File: src/hw/rtl/ikhu_pkg.sv
`timescale 1ns / 1ps
`default_nettype none
// ----------------------------------------------------------------------------
// ikhu_pkg: shared types and constants of the integer key hash unit
// Hash constants, core index and key width codes, and the core result type.
// ----------------------------------------------------------------------------
package ikhu_pkg;

	// Multiplicative hash constant (golden ratio) and its low halfword
	localparam logic [31:0] KNUTH_MUL    = 32'h9E37_79B1;
	localparam logic [15:0] KNUTH_MUL_LO = 16'h79B1;

	// Six-step mix constants
	localparam logic [31:0] JMIX_C1 = 32'h7ed5_5d16;
	localparam logic [31:0] JMIX_C2 = 32'hc761_c23c;
	localparam logic [31:0] JMIX_C3 = 32'h1656_67b1;
	localparam logic [31:0] JMIX_C4 = 32'hd3a2_646c;
	localparam logic [31:0] JMIX_C5 = 32'hfd70_46c5;
	localparam logic [31:0] JMIX_C6 = 32'hb55a_4f09;

	// Core hash index (3 bits, same coding as the opcode for keys wider than 8 bits)
	localparam logic [2:0] IDX_MULT    = 3'd0;
	localparam logic [2:0] IDX_JMIX    = 3'd1;
	localparam logic [2:0] IDX_WMIX    = 3'd2;
	localparam logic [2:0] IDX_STRING0 = 3'd3;
	localparam logic [2:0] IDX_STRING1 = 3'd4;

	// Opcodes with a special meaning for narrow keys
	localparam logic [2:0] OP_FIRST  = 3'd0;
	localparam logic [2:0] OP_SECOND = 3'd1;

	// Key width codes
	localparam logic [1:0] KW_8  = 2'd0;
	localparam logic [1:0] KW_16 = 2'd1;
	localparam logic [1:0] KW_32 = 2'd2;
	localparam logic [1:0] KW_64 = 2'd3;

	// Result of one 32-bit hash core
	typedef struct packed {
		logic [31:0] hash;
		logic        str_hit;
	} core_res_t;

endpackage
`default_nettype wire

File: src/hw/rtl/ikhu_core.sv
`timescale 1ns / 1ps
`default_nettype none
// ----------------------------------------------------------------------------
// ikhu_core: 32-bit hash core
// Multiplicative hash, six-step add/xor mix or shift/xor mix of one word,
// selected by the core index. String hash indices raise str_hit.
// ----------------------------------------------------------------------------
module ikhu_core (
	input  wire logic [31:0]        value,
	input  wire logic [2:0]         idx,
	output ikhu_pkg::core_res_t     res
);

	logic [63:0] mult_prod;
	logic [31:0] j1, j2, j3, j4, j5, j6;
	logic [31:0] w1, w2, w3, w4, w5, w6;

	// Multiplicative: bits 47..16 of value * constant
	assign mult_prod = {32'h0, value} * {32'h0, ikhu_pkg::KNUTH_MUL};

	// Six-step add/xor mix
	always_comb begin
		j1 = (value + ikhu_pkg::JMIX_C1) + (value << 12);
		j2 = (j1 ^ ikhu_pkg::JMIX_C2) ^ (j1 >> 19);
		j3 = (j2 + ikhu_pkg::JMIX_C3) + (j2 << 5);
		j4 = (j3 + ikhu_pkg::JMIX_C4) ^ (j3 << 9);
		j5 = (j4 + ikhu_pkg::JMIX_C5) + (j4 << 3);
		j6 = (j5 ^ ikhu_pkg::JMIX_C6) ^ (j5 >> 16);
	end

	// Shift/xor mix; the multiply by 2057 is 1 + 8 + 2048
	always_comb begin
		w1 = (~value) + (value << 15);
		w2 = w1 ^ (w1 >> 12);
		w3 = w2 + (w2 << 2);
		w4 = w3 ^ (w3 >> 4);
		w5 = w4 + (w4 << 3) + (w4 << 11);
		w6 = w5 ^ (w5 >> 16);
	end

	// Index select
	always_comb begin
		res.hash    = 32'h0;
		res.str_hit = 1'b0;
		case (idx)
			ikhu_pkg::IDX_MULT:    res.hash = mult_prod[47:16];
			ikhu_pkg::IDX_JMIX:    res.hash = j6;
			ikhu_pkg::IDX_WMIX:    res.hash = w6;
			ikhu_pkg::IDX_STRING0: res.str_hit = 1'b1;
			ikhu_pkg::IDX_STRING1: res.str_hit = 1'b1;
			default:               res.hash = 32'h0;
		endcase
	end

endmodule
`default_nettype wire

File: src/hw/rtl/integer_key_hash_unit_core.sv
`timescale 1ns / 1ps
`default_nettype none
// ----------------------------------------------------------------------------
// integer_key_hash_unit_core: integer key hash unit, top level
// Hashes an 8/16/32/64-bit key with a selectable integer hash and masks it.
// ----------------------------------------------------------------------------
// Usage:
//   Input channel (in_valid / in_stall) carries key_value, key_width and
//   opcode; output channel (out_valid / out_stall) returns hash_out and
//   unsupported, one result transaction per input transaction, in order.
//   A transaction completes on a clock edge with valid high and stall low.
//   The input register feeds the hash logic, which feeds the result register;
//   throughput is one key per cycle while out_stall is low, set by the
//   single registered pass through two parallel hash cores (low and high
//   key halves). When the receiver stalls, the result register holds and
//   the input register still fills once; in_stall rises only when both are
//   full. hash_mask is written with cfg_wr_en / cfg_wr_data while the unit
//   is idle, a rule for the user that the block does not enforce. Reset
//   (arst_n low) empties both registers and sets hash_mask to all ones.
// ----------------------------------------------------------------------------
module integer_key_hash_unit_core (
	input  wire logic        clk,
	input  wire logic        arst_n,
	// configuration
	input  wire logic        cfg_wr_en,
	input  wire logic [31:0] cfg_wr_data,
	// input channel
	input  wire logic        in_valid,
	output logic             in_stall,
	input  wire logic [63:0] key_value,
	input  wire logic [1:0]  key_width,
	input  wire logic [2:0]  opcode,
	// output channel
	output logic             out_valid,
	input  wire logic        out_stall,
	output logic [31:0]      hash_out,
	output logic             unsupported
);

	logic [31:0] hash_mask_q;

	logic        valid_s1;
	logic [63:0] key_s1;
	logic [1:0]  width_s1;
	logic [2:0]  op_s1;

	logic        valid_s2;
	logic [31:0] hash_s2;
	logic        unsup_s2;

	logic        adv;
	logic        take_in;

	logic [31:0] lo_value;
	logic [2:0]  lo_idx;
	logic [31:0] mult_hi_prod;
	logic [31:0] raw_hash;
	logic        str_flag;
	ikhu_pkg::core_res_t lo_res;
	ikhu_pkg::core_res_t hi_res;

	// Mask register
	always_ff @(posedge clk or negedge arst_n) begin
		if (!arst_n) begin
			hash_mask_q <= 32'hFFFF_FFFF;
		end else if (cfg_wr_en) begin
			hash_mask_q <= cfg_wr_data;
		end
	end

	// Handshake: stage 2 advances when empty or drained
	assign adv      = !valid_s2 || !out_stall;
	assign in_stall = valid_s1 && !adv;
	assign take_in  = in_valid && !in_stall;

	// Input register
	always_ff @(posedge clk or negedge arst_n) begin
		if (!arst_n) begin
			valid_s1 <= 1'b0;
		end else if (!valid_s1 || adv) begin
			valid_s1 <= in_valid;
		end
	end

	always_ff @(posedge clk) begin
		if (take_in) begin
			key_s1   <= key_value;
			width_s1 <= key_width;
			op_s1    <= opcode;
		end
	end

	// Low core operand and index per key width
	always_comb begin
		lo_value = key_s1[31:0];
		lo_idx   = op_s1;
		case (width_s1)
			ikhu_pkg::KW_8: begin
				if (op_s1 == ikhu_pkg::OP_FIRST || op_s1 == ikhu_pkg::OP_SECOND) begin
					lo_value = {24'h0, key_s1[7:0]};
				end else begin
					lo_value = {4{key_s1[7:0]}};
				end
				if (op_s1 != ikhu_pkg::OP_FIRST) begin
					lo_idx = op_s1 - 3'd1;
				end
			end
			ikhu_pkg::KW_16: begin
				if (op_s1 == ikhu_pkg::OP_FIRST) begin
					lo_value = {16'h0, key_s1[15:0]};
				end else begin
					lo_value = {2{key_s1[15:0]}};
				end
			end
			default: lo_value = key_s1[31:0];
		endcase
	end

	ikhu_core u_core_lo (
		.value (lo_value),
		.idx   (lo_idx),
		.res   (lo_res)
	);

	ikhu_core u_core_hi (
		.value (key_s1[63:32]),
		.idx   (op_s1),
		.res   (hi_res)
	);

	// 64-bit multiplicative: key bits 47..32 add into product bits 47..32
	assign mult_hi_prod = {16'h0, key_s1[47:32]} * {16'h0, ikhu_pkg::KNUTH_MUL_LO};

	// Combine per key width
	always_comb begin
		raw_hash = lo_res.hash;
		str_flag = lo_res.str_hit;
		case (width_s1)
			ikhu_pkg::KW_8: begin
				if (op_s1 == ikhu_pkg::OP_FIRST) begin
					raw_hash = {24'h0, key_s1[7:0]};
				end
			end
			ikhu_pkg::KW_64: begin
				if (op_s1 == ikhu_pkg::OP_FIRST) begin
					raw_hash = lo_res.hash + {mult_hi_prod[15:0], 16'h0};
				end else begin
					raw_hash = lo_res.hash ^ hi_res.hash;
					str_flag = lo_res.str_hit | hi_res.str_hit;
				end
			end
			default: raw_hash = lo_res.hash;
		endcase
	end

	// Result register
	always_ff @(posedge clk or negedge arst_n) begin
		if (!arst_n) begin
			valid_s2 <= 1'b0;
		end else if (adv) begin
			valid_s2 <= valid_s1;
		end
	end

	always_ff @(posedge clk) begin
		if (adv && valid_s1) begin
			hash_s2  <= str_flag ? 32'h0 : (raw_hash & hash_mask_q);
			unsup_s2 <= str_flag;
		end
	end

	assign out_valid   = valid_s2;
	assign hash_out    = hash_s2;
	assign unsupported = unsup_s2;

endmodule
`default_nettype wire

File: config.mk
export PLATFORM = sky130hd
export DESIGN_NAME = integer_key_hash_unit_core
export DESIGN_NICKNAME = d
export VERILOG_FILES = /design/src/hw/rtl/ikhu_pkg.sv /design/src/hw/rtl/ikhu_core.sv /design/src/hw/rtl/integer_key_hash_unit_core.sv
export SDC_FILE = /design/constraint.sdc
export NUM_CORES = 2
export LEC_CHECK = 0
export CORE_AREA = 2 2 346 348
export CTS_CLUSTER_DIAMETER = 40
export CTS_CLUSTER_SIZE = 12
export DETAILED_ROUTE_END_ITERATION = 7
export DIE_AREA = 0 0 348 350
export DONT_BUFFER_PORTS = 1
export HOLD_SLACK_MARGIN = 0.12
export PLACE_DENSITY = 0.72
export REMOVE_ABC_BUFFERS = 1
export SLEW_MARGIN = 20
export SYNTH_ARGS = -nofsm -noshare
export SYNTH_HDL_FRONTEND = slang
export SYNTH_SLANG_ARGS = --single-unit
File: constraint.sdc
create_clock -name clk -period 21 [get_ports clk]
set_clock_uncertainty 0.05 [all_clocks]
set_input_delay 2.1 -clock clk [delete_from_list [all_inputs] [get_ports clk]]
set_output_delay 2.1 -clock clk [all_outputs]
set_load 0.005 [all_outputs]
# == Word-level counts from Yosys, hierarchy flattened ==
# Cells that the tools add are included.
# totals
reg_bits,136
output_inout_bits,35
wordCells,97
# classes
add_sub_neg,24
n_mul,3
n_eq_ne,10
muxes,14
n_bitwise,21
reduce_logical,17
# ops
cell,count
32-bit adder,15
32-bit one-hot mux with 3 select lines,2
"32-bit adder, second input constant",4
32-bit two-way mux,4
32-bit one-hot mux with 2 select lines,2
32-bit by 16-bit bitwise XOR with 32-bit output,4
"32-bit by 32-bit multiplier with 48-bit output, second input constant",2
32-bit bitwise XOR,3
"32-bit by 29-bit adder with 32-bit output, second input constant",2
"32-bit by 31-bit adder with 32-bit output, second input constant",2
32-bit NOT,2
32-bit by 13-bit bitwise XOR with 32-bit output,2
32-bit by 20-bit bitwise XOR with 32-bit output,2
32-bit by 28-bit bitwise XOR with 32-bit output,2
32-bit bitwise AND,1
16-bit NOT,2
15-bit NOT,2
"16-bit by 15-bit multiplier with 16-bit output, second input constant",1
"3-bit by 2-bit == test with 1-bit output, second input constant",4
"3-bit by 1-bit == test with 1-bit output, second input constant",2
"3-bit == test, second input constant",2
3-bit zero test,2
3-bit two-way mux,2
1-bit zero test,5
other kinds (10),18

# == Depth between registers and ports, before layout ==
# depth
ltp_word,21
mapped_depth,71
mapped_depth_nobuf,69

# == Cells and area by module ==
# From an unflattened synthesis, not the netlist that was laid out.
# unflattened
hier_cells,6628
area_unflattened_um2,61656.6
# modules_own_cells
module,instances,cells_per_inst,area_per_inst_um2
ikhu_core at u_core_hi,1,2979,26771.9
ikhu_core at u_core_lo,1,2934,26464.1
integer_key_hash_unit_core,1,715,8420.6

# == Worst setup path after synthesis ==
# No wires, ideal clock.
# synth_path
path_type,register to register
start,register op_s1[0]
end,"register hash_s2[31] (netlist: hash_out[31]), data pin"
t_arrival_ns,13.162
required_time_ns,20.695
slack_ns,7.533
stages_incl_launch_ff,70
n_path_buf,2
path_cell_list,edfxtp_1 > inv_1 > ha_1 > o21bai_1 > and2_1 > clkbuf_1 > a22oi_1 > inv_1 > ha_1 > ha_1 > clkbuf_1 > a21o_1 > a221o_1 > a221oi_2 > a21oi_1 > a21o_1 > a21o_1 > a21o_1 > (+34 left out) > a21oi_1 > o21ai_0 > a21oi_1 > o21ai_0 > a21oi_1 > o21bai_1 > a21oi_1 > o21bai_1 > a21oi_1 > o21bai_1 > a21oi_1 > o21bai_1 > a21oi_1 > xnor2_1 > o21ai_1 > xor2_1 > o31ai_1 > and2_1
# synth_via
elab_chain_len,21
elab_cells_between_ends,54
# synth_lines
element,line_no,rtl
from (decl),integer_key_hash_unit_core.sv:45,logic [2:0] op_s1;
from (signal assigned),integer_key_hash_unit_core.sv:89,op_s1 <= opcode;
3-bit by 1-bit == test with 1-bit output or 3-bit zero test (tied branches),"ikhu_core.sv:45, integer_key_hash_unit_core.sv:99, integer_key_hash_unit_core.sv:109",
1-bit logical OR,integer_key_hash_unit_core.sv:99,if (op_s1 == ikhu_pkg::OP_FIRST || op_s1 == ikhu_pkg::OP_SECOND) begin
32-bit two-way mux,integer_key_hash_unit_core.sv:99,
32-bit one-hot mux with 2 select lines,integer_key_hash_unit_core.sv:97,case (width_s1)
32-bit by 31-bit adder with 32-bit output,ikhu_core.sv:23,j1 = (value + ikhu_pkg::JMIX_C1) + (value << 12);
32-bit adder,ikhu_core.sv:23,
15-bit NOT (no source line),n/a,
32-bit by 13-bit bitwise XOR with 32-bit output,ikhu_core.sv:24,j2 = (j1 ^ ikhu_pkg::JMIX_C2) ^ (j1 >> 19);
(+4 left out),n/a,
32-bit adder (2 in series),ikhu_core.sv:27,j5 = (j4 + ikhu_pkg::JMIX_C5) + (j4 << 3);
16-bit NOT (no source line),n/a,
32-bit by 16-bit bitwise XOR with 32-bit output,ikhu_core.sv:28,j6 = (j5 ^ ikhu_pkg::JMIX_C6) ^ (j5 >> 16);
32-bit one-hot mux with 3 select lines,ikhu_core.sv:45,case (idx)
32-bit adder or 32-bit bitwise XOR (tied branches),"integer_key_hash_unit_core.sv:146, integer_key_hash_unit_core.sv:148",
32-bit two-way mux,integer_key_hash_unit_core.sv:145,if (op_s1 == ikhu_pkg::OP_FIRST) begin
32-bit one-hot mux with 2 select lines,integer_key_hash_unit_core.sv:138,case (width_s1)
32-bit bitwise AND,integer_key_hash_unit_core.sv:167,hash_s2 <= str_flag ? 32'h0 : (raw_hash & hash_mask_q);
to (signal assigned),integer_key_hash_unit_core.sv:167,
to (decl),integer_key_hash_unit_core.sv:48,logic [31:0] hash_s2;
# Several ways; a longest one is shown, not always the timed one.
# A chain may end at the register's enable or synchronous reset.

# == Worst setup path after layout ==
# Ends and elaborated chain as after synthesis.

==> impl_results.md <==
* Yosys top cell by area: fa_1
* Total GRT Usage at 30.9%
* Commonest non-fill, non-tap cells in the layout: inv_1, ha_1, fa_1, xnor2_1, a21oi_1
* Seq/Total Area, Yosys at between 6 and 7%
* DRT antenna net count at 0
* CP most frequent cell: a21oi_1
* Critical Path End Type: flip-flop
* Share of the cycle needed by the critical path after routing at between 70 and 80%
* Max_slew headroom at between 20% and 30%
* Pre-Repair DR Iteration Count at 8
* RSZ-0062 raised after global routing: no
* Worst setup path class: reg2reg
* Vias in the first global route at 47276
* Startpoint Class: flip-flop
* Util after Layout at a little over half
* Number of nets in the layout at 8373
* Worst Max-Slew Pin Slew at approximately 1.1 ns
* 1st-iter DRT viols at around 3100
* Commonest non-fill, non-tap cell in the layout: inv_1
* Dpl cells at 7830
* Crit-path max FO at 14
* Yosys top cell area share at 29.2%
* Global-route wire length before repair at roughly 280000 um
* WL/cell at 23.3 um
* Outcome: finished with violations
* Row count at about 130
* Setup TNS at 0 ns
* Clk root buf: clkbuf_16
* Area Overhead vs Synth at 4.72%
* GP Congestion at slightly above 1
* Core area at about 120000 um2
* Ys async rst share at 25.0%
* Die Y at around 350 um
* Crit-path slowest cell: or4b_2
* Class of the worst hold path: reg2reg
* Worst Path Required at about 21 ns
* Sink Count at around 140
* Seq cells post-synth at 136
* Post-route DRC at 2
* Main area contributors after synthesis: fa_1, ha_1, inv_1
* Setup-failing EPs final at 0
* Post-layout minimum cycle time at between 15 and 20 ns
* Total number of vias at around 44000
* Starting Density at 49.9%
* Share of layout cells above drive strength 1 at 3.65%
* Largest net degree at the start of global routing at 39
* Inserted Clock Buffers at 17
* Clock Latency Late Sink at between 0.5 and 0.6 ns
* Initial antenna violation count at 10
* Synth Cell Area at around 59000 um2
* # hold bufs at CTS at 0
* Yosys warning count at 0
* Placed inst area at about 61000 um2
* Die Span X at between 300 and 400 um
* H-tree depth at 4
* Critical path arrival at approximately 17 ns
* Via density at between 5 and 6
* Failing checks: design-rule violations
* MaxCap Viol Count at 0
* Final hold vios at 0
* Post-synth EDFFs at ~100
* Avg Synthesized Cell Area at 9.31 um2
* Setup Fix Bufs, Post-CTS at 0
* Most used DFF post-synth: edfxtp_1
* Deepest clock path buffer count at 2
* Fin cells at 7866
* Total Routed Length at between 150000 and 200000 um
* Fmax at roughly 0.061 GHz
* GRT Residual Overflow at 0
* IO Pins at about 140
* Die ar. at roughly 120000 um2
* I/O Buffers at 0
* Yosys cell types at slightly above 100
* CTS tree: yes
* Dpl hpwl at 159000 um
* CP max stage delay at 0.61 ns
* Post-synthesis cell count at about 6300
* Design area at 61500 um2
* Clock transition at path regs at around 0.10 ns
* # resized after CTS at 0
* Max-slew violation count at 0
-- per-stage QoR --
step                worst slack [ns]  hold slack (ns)
floorplan                       7.06            0.393
global placement                5.21            0.405
detailed placement              4.93            0.419
CTS                             4.76            0.435
global route                    3.28            0.451
finish                          4.55            0.439
-- cell type report --
class	count	area (um2)
multi-input combinational	4612	49000
clock inverter	15	178
timing repair buffer	61	478
sequential	136	3950
fill	10714	56300
inverter	1486	5580
antenna	3	7.51
clock buffer	17	425
tap	1536	1920
-- cell usage after synthesis (all sizes together), types with 21 or more instances --
cell	n
and3	42
o21bai	59
nor2	206
nor2b	42
nand2	241
fa	858
a31oi	37
a21oi	304
xor2	180
nor3	63
nand2b	53
mux2	39
o21ai	171
nand3	75
o21a	47
or2	21
ha	1095
edfxtp	102
xnor2	518
and2	40
dfstp	32
inv	1485
or3	22
a21o	144
clkbuf	70
o22ai	21
nand4	21
a22oi	27
-- sequential cells by signal (all words and copies together) (netlist names) --
| register | count |
|---|---|
| key_s1 | 64 |
| hash_mask_q | 32 |
| hash_out | 32 |
| op_s1 | 3 |
| width_s1 | 2 |
| out_valid | 1 |
| unsupported | 1 |
| valid_s1 | 1 |
-- path summary, 6_finish.rpt --
check,endpoint,start,slack (ns),cells past startpoint
worst max-delay path,hash_out[31],op_s1[0],4.55,67
worst min-delay path,out_valid,valid_s1,0.44,1
worst max register to register,hash_out[31],op_s1[0],4.55,67
worst min register to register,out_valid,valid_s1,0.44,1
max in group asynchronous,hash_mask_q[19],arst_n,19.50,0
min in group asynchronous,out_valid,arst_n,1.22,0
-- critical path: cells and delay by family (launching register included) --
kind | cells | cell delay (ns)
adders and majority gates | 8 | 2.78
AOI/OAI and AO/OA | 34 | 7.72
xor gates and xnor gates | 7 | 1.49
buffers and inverters | 6 | 1.02
and+or+nand+nor | 12 | 2.55
DFF | 1 | 0.54
-- kinds of logic (layout without fill, tap and decap cells) --
family                   count (synthesis)  in the layout  synth area share (%)
AO/OA/AOI/OAI                         1035           1035                  11.7
XOR/XNOR                               707            707                  10.8
adder cells (fa/ha/maj)               1954           1954                  52.6
buffers and inverters                 1560           1579                  9.97
flip-flops                             136            136                  6.73
multiplexers                            48             48                 0.901
other                                    0              3                     0
AND/OR/NAND/NOR                        868            868                  7.23
-- metal layers --
layer	vias to the layer above	GRT usage, %	share of wire, %
met3	512	5.30	6.2
met4	14	17.9	6.9
met5	-	0	0.062
met1	21759	37.1	40
met2	1546	52.4	47
li1	20530	-	-
Power is left out: the tool's default activity adds up to more than one toggle a clock period on the data nets, which glitch-free logic cannot reach.
